## src/hw/rtl/mlfq_pkg.sv

```systemverilog
// Package: shared types, codes and constants of the MLFQ scheduler.
package mlfq_pkg;

  localparam int unsigned SLOTS     = 16;
  localparam int unsigned SLOT_W    = 4;
  localparam int unsigned LINK_W    = 5;
  localparam int unsigned TIME_W    = 32;
  localparam int unsigned CNT_W     = 5;
  localparam logic [LINK_W-1:0] NIL = LINK_W'(SLOTS);

  localparam logic [15:0] AGING_RST = 16'd1000;
  localparam logic [9:0]  SCAN_RST  = 10'd50;

  typedef enum logic [1:0] {
    OP_ENQ   = 2'd0,
    OP_DEQ   = 2'd1,
    OP_SLEEP = 2'd2,
    OP_TICK  = 2'd3
  } op_t;

  typedef enum logic {
    CFG_AGING = 1'b0,
    CFG_SCAN  = 1'b1
  } cfg_idx_t;

  typedef struct packed {
    logic [1:0]        operation;
    logic [SLOT_W-1:0] thread_id;
    logic [1:0]        priority_req;
    logic [TIME_W-1:0] wake_time;
  } in_item_t;

  typedef struct packed {
    logic [SLOT_W-1:0] picked_thread;
    logic              picked_valid;
    logic              ready_empty;
    logic              sleep_empty;
    logic [CNT_W-1:0]  woken_count;
    logic [CNT_W-1:0]  promoted_count;
    logic              rejected;
  } out_item_t;

  typedef enum logic [2:0] {
    ST_IDLE,
    ST_EXEC,
    ST_WSCAN,
    ST_ACHECK,
    ST_AWALK,
    ST_DONE
  } state_t;

  // controller -> datapath
  typedef struct packed {
    logic load;       // capture input beat
    logic exec;       // enqueue / dequeue / sleep / tick time bump
    logic wscan;      // one wake scan step
    logic acheck;     // interval check, clear scan flags
    logic astart;     // latch last scan time, start walk of level 1
    logic awalk;      // one aging walk step
    logic emit;       // drive result
  } ctl_t;

  // datapath -> controller
  typedef struct packed {
    logic is_tick;
    logic wake_found;
    logic scan_due;
    logic walk_done;
  } sts_t;

endpackage

```

## src/hw/rtl/mlfq_scheduler_with_aging_unit.sv

```systemverilog
// Top level: three-level feedback queue scheduler with sleep set and aging.
// Flow: enqueue, dequeue and sleep pass through execute to the result beat. A tick
// then runs wake scan passes over all 16 slots, one waking per pass, until a pass
// wakes none, plus, when an aging scan is due, an aging walk of levels 1 and 2.
// One command at a time; busy is high until the result strobe. Receiver cannot stall.
// Synchronous active-low reset empties all levels and the sleep set, clears time.
module mlfq_scheduler_with_aging_unit import mlfq_pkg::*; (
  input  logic        clk,
  input  logic        rst_n,
  input  logic        start,
  output logic        busy,
  input  in_item_t    in_data,
  output logic        out_valid,
  output out_item_t   out_data,
  input  logic        cfg_valid,
  output logic        cfg_ready,
  input  logic        cfg_index,
  input  logic [31:0] cfg_data
);

  ctl_t ctl;
  sts_t sts;

  assign cfg_ready = 1'b1;

  mlfq_ctrl u_ctrl (
    .clk   (clk),
    .rst_n (rst_n),
    .start (start),
    .busy  (busy),
    .sts   (sts),
    .ctl   (ctl)
  );

  mlfq_dp u_dp (
    .clk       (clk),
    .rst_n     (rst_n),
    .in_data   (in_data),
    .cfg_we    (cfg_valid & cfg_ready),
    .cfg_index (cfg_index),
    .cfg_data  (cfg_data),
    .ctl       (ctl),
    .sts       (sts),
    .out_valid (out_valid),
    .out_data  (out_data)
  );

endmodule

```

## src/hw/rtl/mlfq_ctrl.sv

```systemverilog
// Controller: sequences one command through execute, wake scan and aging walk.
module mlfq_ctrl import mlfq_pkg::*; (
  input  logic clk,
  input  logic rst_n,
  input  logic start,
  output logic busy,
  input  sts_t sts,
  output ctl_t ctl
);

  state_t state_r, state_nxt;

  always_ff @(posedge clk) begin
    if (!rst_n) state_r <= ST_IDLE;
    else        state_r <= state_nxt;
  end

  always_comb begin
    state_nxt = state_r;
    ctl       = '0;
    busy      = (state_r != ST_IDLE);
    unique case (state_r)
      ST_IDLE: begin
        if (start) begin
          ctl.load  = 1'b1;
          state_nxt = ST_EXEC;
        end
      end
      ST_EXEC: begin
        ctl.exec  = 1'b1;
        state_nxt = sts.is_tick ? ST_WSCAN : ST_DONE;
      end
      ST_WSCAN: begin
        ctl.wscan = 1'b1;
        if (!sts.wake_found) state_nxt = ST_ACHECK;
      end
      ST_ACHECK: begin
        ctl.acheck = 1'b1;
        if (sts.scan_due) begin
          ctl.astart = 1'b1;
          state_nxt  = ST_AWALK;
        end else begin
          state_nxt = ST_DONE;
        end
      end
      ST_AWALK: begin
        ctl.awalk = 1'b1;
        if (sts.walk_done) state_nxt = ST_DONE;
      end
      ST_DONE: begin
        ctl.emit  = 1'b1;
        state_nxt = ST_IDLE;
      end
      default: state_nxt = ST_IDLE;
    endcase
  end

endmodule

```

## src/hw/rtl/mlfq_dp.sv

```systemverilog
// Datapath: level lists, sleep set, time keeping and result register.
module mlfq_dp import mlfq_pkg::*; (
  input  logic              clk,
  input  logic              rst_n,
  input  in_item_t          in_data,
  input  logic              cfg_we,
  input  logic              cfg_index,
  input  logic [31:0]       cfg_data,
  input  ctl_t              ctl,
  output sts_t              sts,
  output logic              out_valid,
  output out_item_t         out_data
);

  logic [LINK_W-1:0] head_r [3];
  logic [LINK_W-1:0] tail_r [3];
  logic [LINK_W-1:0] link_r [SLOTS];
  logic [TIME_W-1:0] stamp_r [SLOTS];
  logic [TIME_W-1:0] wake_r [SLOTS];
  logic [1:0]        wlvl_r [SLOTS];
  logic [SLOTS-1:0]  sleep_r, queued_r, pmark_r;
  logic [TIME_W-1:0] now_r, last_r;
  logic [15:0]       thr_r;
  logic [9:0]        ivl_r;
  in_item_t          item_r;
  logic [CNT_W-1:0]  woken_r, prom_r;
  logic [SLOT_W-1:0] pick_r;
  logic              pvalid_r, rej_r;
  logic              due_r;
  // aging walk state
  logic              wlev_r;      // 0: level 1, 1: level 2
  logic [LINK_W-1:0] prev_r, cur_r;
  // wake scan state
  logic [SLOT_W-1:0] sidx_r;
  logic              sbest_v_r;
  logic [SLOT_W-1:0] sbest_r;
  logic              svalid_r;
  out_item_t         out_r;
  logic              ov_r;

  logic [1:0] lvl;
  assign lvl = (item_r.priority_req == 2'd3) ? 2'd2 : item_r.priority_req;

  logic busy_slot;
  assign busy_slot = queued_r[item_r.thread_id] | sleep_r[item_r.thread_id];

  // wake scan: one slot per cycle, then commit best at wrap
  logic cand;
  assign cand = sleep_r[sidx_r] && (wake_r[sidx_r] <= now_r) &&
                (!sbest_v_r || (wake_r[sidx_r] < wake_r[sbest_r]));
  logic scan_last;
  assign scan_last = (sidx_r == SLOT_W'(SLOTS-1));
  logic [SLOT_W-1:0] win;
  logic              win_v;
  assign win_v = cand | sbest_v_r;
  assign win   = cand ? sidx_r : sbest_r;

  // aging walk
  logic [1:0]        plev;
  logic [SLOT_W-1:0] cs;
  logic              cur_nil, age_hit;
  logic [TIME_W-1:0] elapsed;
  assign plev    = wlev_r ? 2'd2 : 2'd1;
  assign cur_nil = cur_r[LINK_W-1];
  assign cs      = cur_r[SLOT_W-1:0];
  assign elapsed = now_r - stamp_r[cs];
  assign age_hit = !cur_nil && (elapsed >= TIME_W'(thr_r)) && (stamp_r[cs] != '0);

  // keep scanning until a full pass finds no due sleeper
  assign sts.is_tick    = (item_r.operation == OP_TICK);
  assign sts.wake_found = !(svalid_r && scan_last && !win_v);
  assign sts.scan_due   = due_r;
  assign sts.walk_done  = cur_nil && wlev_r;

  logic [TIME_W-1:0] since;
  assign since = now_r - last_r;

  logic [LINK_W-1:0] app_slot;
  logic [1:0]        app_lvl;
  logic              app_en;
  logic [LINK_W-1:0] nxt_l;
  assign nxt_l = link_r[cs];

  always_comb begin
    app_en   = 1'b0;
    app_slot = '0;
    app_lvl  = 2'd0;
    if (ctl.exec && item_r.operation == OP_ENQ && !busy_slot) begin
      app_en = 1'b1; app_slot = {1'b0, item_r.thread_id}; app_lvl = lvl;
    end else if (ctl.wscan && scan_last && win_v && svalid_r) begin
      app_en = 1'b1; app_slot = {1'b0, win}; app_lvl = wlvl_r[win];
    end else if (ctl.awalk && age_hit) begin
      app_en = 1'b1; app_slot = cur_r; app_lvl = 2'd0;
    end
  end

  logic [CNT_W-1:0] woken_inc, prom_inc;
  assign woken_inc = (woken_r == 5'd31) ? woken_r : woken_r + 5'd1;
  assign prom_inc  = (prom_r == 5'd31) ? prom_r : prom_r + 5'd1;

  always_ff @(posedge clk) begin
    if (!rst_n) begin
      for (int i = 0; i < 3; i++) begin
        head_r[i] <= NIL;
        tail_r[i] <= NIL;
      end
      for (int i = 0; i < SLOTS; i++) begin
        link_r[i] <= NIL;
        wlvl_r[i] <= 2'd0;
      end
      sleep_r <= '0; queued_r <= '0; pmark_r <= '0;
      now_r <= '0; last_r <= '0;
      thr_r <= AGING_RST; ivl_r <= SCAN_RST;
      ov_r <= 1'b0; svalid_r <= 1'b0;
      sbest_v_r <= 1'b0; sidx_r <= '0; due_r <= 1'b0;
      wlev_r <= 1'b0; prev_r <= NIL; cur_r <= NIL;
    end else begin
      ov_r <= ctl.emit;
      if (cfg_we) begin
        if (cfg_index == CFG_AGING) thr_r <= cfg_data[15:0];
        else                        ivl_r <= cfg_data[9:0];
      end
      if (ctl.load) begin
        item_r   <= in_data;
        woken_r  <= '0; prom_r <= '0;
        pick_r   <= '0; pvalid_r <= 1'b0; rej_r <= 1'b0;
      end
      if (ctl.exec) begin
        unique case (item_r.operation)
          OP_ENQ, OP_SLEEP: begin
            if (busy_slot) rej_r <= 1'b1;
            else if (item_r.operation == OP_SLEEP) begin
              sleep_r[item_r.thread_id] <= 1'b1;
              wake_r[item_r.thread_id]  <= item_r.wake_time;
              wlvl_r[item_r.thread_id]  <= lvl;
            end
          end
          OP_DEQ: begin
            for (int p = 2; p >= 0; p--) begin
              if (!head_r[p][LINK_W-1]) begin
                pick_r   <= head_r[p][SLOT_W-1:0];
                pvalid_r <= 1'b1;
              end
            end
          end
          OP_TICK: begin
            now_r     <= now_r + 1'b1;
            sidx_r    <= '0;
            sbest_v_r <= 1'b0;
            svalid_r  <= 1'b1;
          end
          default: ;
        endcase
        // dequeue pop
        if (item_r.operation == OP_DEQ) begin
          if (!head_r[0][LINK_W-1]) begin
            head_r[0] <= link_r[head_r[0][SLOT_W-1:0]];
            if (link_r[head_r[0][SLOT_W-1:0]] == NIL) tail_r[0] <= NIL;
            queued_r[head_r[0][SLOT_W-1:0]] <= 1'b0;
          end else if (!head_r[1][LINK_W-1]) begin
            head_r[1] <= link_r[head_r[1][SLOT_W-1:0]];
            if (link_r[head_r[1][SLOT_W-1:0]] == NIL) tail_r[1] <= NIL;
            queued_r[head_r[1][SLOT_W-1:0]] <= 1'b0;
          end else if (!head_r[2][LINK_W-1]) begin
            head_r[2] <= link_r[head_r[2][SLOT_W-1:0]];
            if (link_r[head_r[2][SLOT_W-1:0]] == NIL) tail_r[2] <= NIL;
            queued_r[head_r[2][SLOT_W-1:0]] <= 1'b0;
          end
        end
      end
      if (ctl.wscan) begin
        if (scan_last) begin
          if (win_v) begin
            sleep_r[win] <= 1'b0;
            woken_r      <= woken_inc;
          end else begin
            svalid_r <= 1'b0;
          end
          sidx_r    <= '0;
          sbest_v_r <= 1'b0;
        end else begin
          sidx_r    <= sidx_r + 1'b1;
          sbest_v_r <= win_v;
          sbest_r   <= win;
        end
      end
      if (ctl.acheck) begin
        svalid_r <= 1'b0;
        due_r    <= 1'b0;
      end
      if (ctl.astart) begin
        last_r <= now_r;
        wlev_r <= 1'b0;
        prev_r <= NIL;
        cur_r  <= head_r[1];
      end
      if (ctl.awalk) begin
        if (cur_nil) begin
          wlev_r <= 1'b1;
          prev_r <= NIL;
          cur_r  <= head_r[2];
        end else begin
          if (age_hit) begin
            if (prev_r == NIL) head_r[plev] <= nxt_l;
            else               link_r[prev_r[SLOT_W-1:0]] <= nxt_l;
            if (tail_r[plev] == cur_r) tail_r[plev] <= prev_r;
            pmark_r[cs] <= 1'b1;
            prom_r      <= prom_inc;
          end else begin
            prev_r <= cur_r;
          end
          cur_r <= nxt_l;
        end
      end
      // append last: its writes override unlink updates where both land
      if (app_en) begin
        link_r[app_slot[SLOT_W-1:0]]  <= NIL;
        stamp_r[app_slot[SLOT_W-1:0]] <= now_r;
        queued_r[app_slot[SLOT_W-1:0]] <= 1'b1;
        if (tail_r[app_lvl] == NIL || (ctl.awalk && tail_r[app_lvl] == cur_r &&
            app_lvl == plev)) begin
          head_r[app_lvl] <= app_slot;
        end else begin
          link_r[tail_r[app_lvl][SLOT_W-1:0]] <= app_slot;
        end
        tail_r[app_lvl] <= app_slot;
      end
      // due flag computed before acheck
      if (ctl.wscan) due_r <= (since >= TIME_W'(ivl_r));
    end
  end

  always_ff @(posedge clk) begin
    if (ctl.emit) begin
      out_r.picked_thread  <= pick_r;
      out_r.picked_valid   <= pvalid_r;
      out_r.ready_empty    <= head_r[0][LINK_W-1] & head_r[1][LINK_W-1] & head_r[2][LINK_W-1];
      out_r.sleep_empty    <= (sleep_r == '0);
      out_r.woken_count    <= woken_r;
      out_r.promoted_count <= prom_r;
      out_r.rejected       <= rej_r;
    end
  end

  assign out_valid = ov_r;
  assign out_data  = out_r;

endmodule
```

## config.mk

```make
export PLATFORM = sky130hd
export DESIGN_NAME = mlfq_scheduler_with_aging_unit
export DESIGN_NICKNAME = d
export VERILOG_FILES = /design/src/hw/rtl/mlfq_pkg.sv /design/src/hw/rtl/mlfq_scheduler_with_aging_unit.sv /design/src/hw/rtl/mlfq_ctrl.sv /design/src/hw/rtl/mlfq_dp.sv
export SDC_FILE = /design/constraint.sdc
export NUM_CORES = 2
export LEC_CHECK = 0
export ABC_AREA = 1
export BUFFER_PORTS_ARGS = -buffer_cell sky130_fd_sc_hd__buf_2
export CORE_ASPECT_RATIO = 0.9
export CORE_MARGIN = 2
export CORE_UTILIZATION = 40
export DETAILED_ROUTE_END_ITERATION = 6
export PLACE_DENSITY = 0.54
export SLEW_MARGIN = 20
export SYNTH_ARGS = -nofsm -noshare
export SYNTH_HDL_FRONTEND = slang
export SYNTH_HIERARCHICAL = 1
export SYNTH_SLANG_ARGS = --single-unit
```

## constraint.sdc

```tcl
create_clock -name clk -period 7.8 [get_ports clk]
set_clock_uncertainty 0.2 [all_clocks]
set_input_delay 1.17 -clock clk [delete_from_list [all_inputs] [get_ports clk]]
set_output_delay 1.17 -clock clk [all_outputs]
set_load 0.005 [all_outputs]
```

==> impl_metrics.tcl <==
set metrics [dict create \
    status "finished clean" \
    grt_max_degree 106 \
    startpoint_type "register" \
    finalSetupViolCount 0 \
    fin_crit_ns 7.40 \
    drv_cap 0 \
    netlist_area_um2 69700 \
    slew_headroom_pct 14.0 \
    cp_top_family "simple AND/OR/NAND/NOR gates" \
    worstMarginPinSlew_ns 1.29 \
    antenna_found_initial 3 \
    synth_ff_type "edfxtp_1" \
    fmax_ghz 0.135 \
    cp_slowest_cell "nor3_1" \
    drive_above_1_share_pct 8.92 \
    area_delta_synth_final_pct 13.3 \
    slew_violations 0 \
    clk_latency_ns 0.80 \
    synth_cells 7085 \
    pwr_density_cell_nw_per_um2 234 \
    required_ns 8.03 \
    htree_levels 4 \
    num_rows 145 \
    totalWireLength_mm 224 \
    synth_fp_nets 7321 \
    cts_root_buffer "clkbuf_16" \
    ir_drop_mv 0.212 \
    drcViolationCount 0 \
    die_x_um 444 \
    cts_tree "yes" \
    ant_nets 0 \
    cts.sinks 1405 \
    synth_edf_count 1249 \
    cp_data_arrival_time_ns 7.63 \
    core_um2 173000 \
    vias 54700 \
    vias_per_cell 5.73 \
    min_path_type "reg -> reg" \
    final_cells 9544 \
    placed_cells 9242 \
    initial_core_util_pct 40.2 \
    async_flop_share_pct 0 \
    gr-total-overflow 0 \
    worst_path_largest_cell_delay_ns 0.65 \
    grt_usage_pct 24.6 \
    hold_buffers 0 \
    power.leakage_uw 0.0286 \
    timing_hold_violations_final 0 \
    synth_warnings 6 \
    numPortBuffers 80 \
    drt-pass1-iter-count 7 \
    die_h_um 400 \
    nFillCells 16100 \
    crit_fanout 24 \
    finalCritPeriodShare_pct 94.9 \
    path_class "reg -> reg" \
    final_nets 7372 \
    clkTransAtPathRegs_ns 0.06 \
    place.gp.congestion 0.943 \
    cts_buffer_depth 3 \
    placed_area_um2 73600 \
    wl_per_cell_um 23.4 \
    yosysSeqAreaShare_pct 58.3 \
    grt_pass1_wl_mm 330 \
    ios 98 \
    design_area_um2 79000 \
    crit_buf_inv 5 \
    die-area_um2 178000 \
    synth_seq_cells 1405 \
    cts_made_buffers 156 \
    cp-end-kind "register" \
    grt_pass1_vias 51300 \
    syn_area_per_cell_um2 9.84 \
    synth_cell_types 63 \
    dpl.hpwl_mm 141 \
    drtIter0Drc 6038 \
]
[through the flow]
stage / setup slack (ns) / total power, uW / utilization (%) / setup TNS (ns) / hold WS (ns)
floorplan: 0.210 / 10300 / - / 0 / 0.226
global placement: 0.0732 / 11300 / 42.5 / 0 / 0.238
detailed placement: 0.141 / 11300 / 42.5 / 0 / 0.242
CTS: 0.113 / 18600 / 45.4 / 0 / 0.257
global route: -0.0112 / 19200 / 45.6 / -0.0252 / 0.282
finish: 0.400 / 18500 / 45.6 / 0 / 0.254
[final cells by class]
cell class	count	area [um^2]	area share [%]
multi-input combinational	4491	24800	31.4
sequential	1405	40700	51.5
clock buffer	214	4300	5.44
tap	2278	2850	3.61
timing repair buffer	303	2640	3.34
inverter	779	2950	3.73
antenna	1	2.50	0.00317
clock inverter	73	749	0.949
[repair_timing]
item,CTS,global route
setup endpoints to repair,0,644
resized for setup,0,32
setup buffers,0,14
[worst register-to-register path, delay by kind of cell (launching register included)]
| family | cells | cell delay (ns) |
|---|---|---|
| AO/OA/AOI/OAI | 11 | 2.17 |
| XOR/XNOR | 1 | 0.18 |
| adder cells (fa/ha/maj) | 2 | 0.59 |
| buffers and inverters | 5 | 1.09 |
| flip-flops | 1 | 0.50 |
| AND/OR/NAND/NOR | 9 | 2.27 |
[cells in the mapped netlist (11+ instances only)]
library cell	count	area (um^2)
edfxtp_1	1249	37500
o21ai_0	1168	5850
nand2_1	847	3180
inv_1	749	2810
a21oi_1	599	3000
nor2_1	571	2140
clkbuf_1	350	1310
nand3_1	212	1060
o211ai_1	166	1250
o221ai_1	166	1450
ha_1	157	1960
dfxtp_1	156	3120
mux2i_1	130	1300
o22ai_1	74	463
nand4_1	56	350
a22oi_1	54	405
nor3_1	43	215
o21ai_1	43	215
buf_1	39	146
xor2_1	35	307
xnor2_1	25	219
nor4_1	18	113
a221oi_1	15	131
inv_2	15	56.3
clkinv_1	14	52.6
a31oi_1	12	75.1
buf_2	11	55.1
nor2_2	11	68.8
nor2_4	11	124
[final timing paths]
path,slack [ns],cells past startpoint,startpoint,to
hold / removal,0.25,0,u_dp/woken_r[3]$_DFFE_PP_,u_dp/out_data[9]$_DFFE_PP_
hold reg to reg,0.25,0,u_dp/woken_r[3]$_DFFE_PP_,u_dp/out_data[9]$_DFFE_PP_
setup reg to reg,0.40,28,register,u_dp/tail_r[0][2]$_SDFFCE_PN0P_
setup / recovery,0.40,28,register,u_dp/tail_r[0][2]$_SDFFCE_PN0P_
[power by group]
part	switching, uW	internal (uW)
clock network	3060	4230
registers	165	8280
logic	1890	856
[logic make-up after synthesis]
logic type	synth area share [%]
mux	1.87
other cells	0.00538
xor+xnor	0.754
flops	58.3
simple gates	10.7
buf+inv	6.50
compound gates	19.0
fa+ha+maj	2.88
[cells in the final DEF (no fill, tap or decap), types with 56 or more instances in the layout]
| cell | count |
|---|---|
| buf_4 | 175 |
| dfxtp_1 | 146 |
| inv_1 | 744 |
| o211ai_1 | 166 |
| buf_2 | 79 |
| edfxtp_1 | 1249 |
| mux2i_1 | 130 |
| o21ai_0 | 1166 |
| o221ai_1 | 166 |
| clkbuf_16 | 160 |
| o22ai_1 | 74 |
| nand4_1 | 56 |
| nand2_1 | 845 |
| a21oi_1 | 599 |
| ha_1 | 157 |
| nand3_1 | 208 |
| nor2_1 | 530 |
[layer usage]
layer / track usage [%] / up-vias / part of all wire [%]
met3: 3.74 / 428 / 7.4
met4: 8.23 / 0 / 3.1
met1: 34.2 / 26400 / 44
li1: - / 25500 / -
met5: 0 / - / 0
met2: 39.5 / 2272 / 46
[registers in the layout, indices dropped and copies added, names as in the netlist, 5 cells and up, named ones only]
| register | cells |
|---|---|
| u_dp/cur_r | 5 |
| u_dp/ivl_r | 10 |
| u_dp/wlvl_r | 32 |
| u_dp/thr_r | 16 |
| u_dp/wake_r | 512 |
| u_dp/sleep_r | 16 |
| u_dp/last_r | 32 |
| u_dp/queued_r | 16 |
| u_dp/stamp_r | 512 |
| u_dp/link_r | 80 |
| u_dp/prom_r | 5 |
| u_dp/head_r | 15 |
| u_dp/woken_r | 5 |
| u_dp/tail_r | 20 |
| u_dp/item_r | 40 |
| u_dp/out_data | 18 |
| u_dp/now_r | 32 |
| u_dp/prev_r | 5 |
Power figures use the tool's default switching activity.
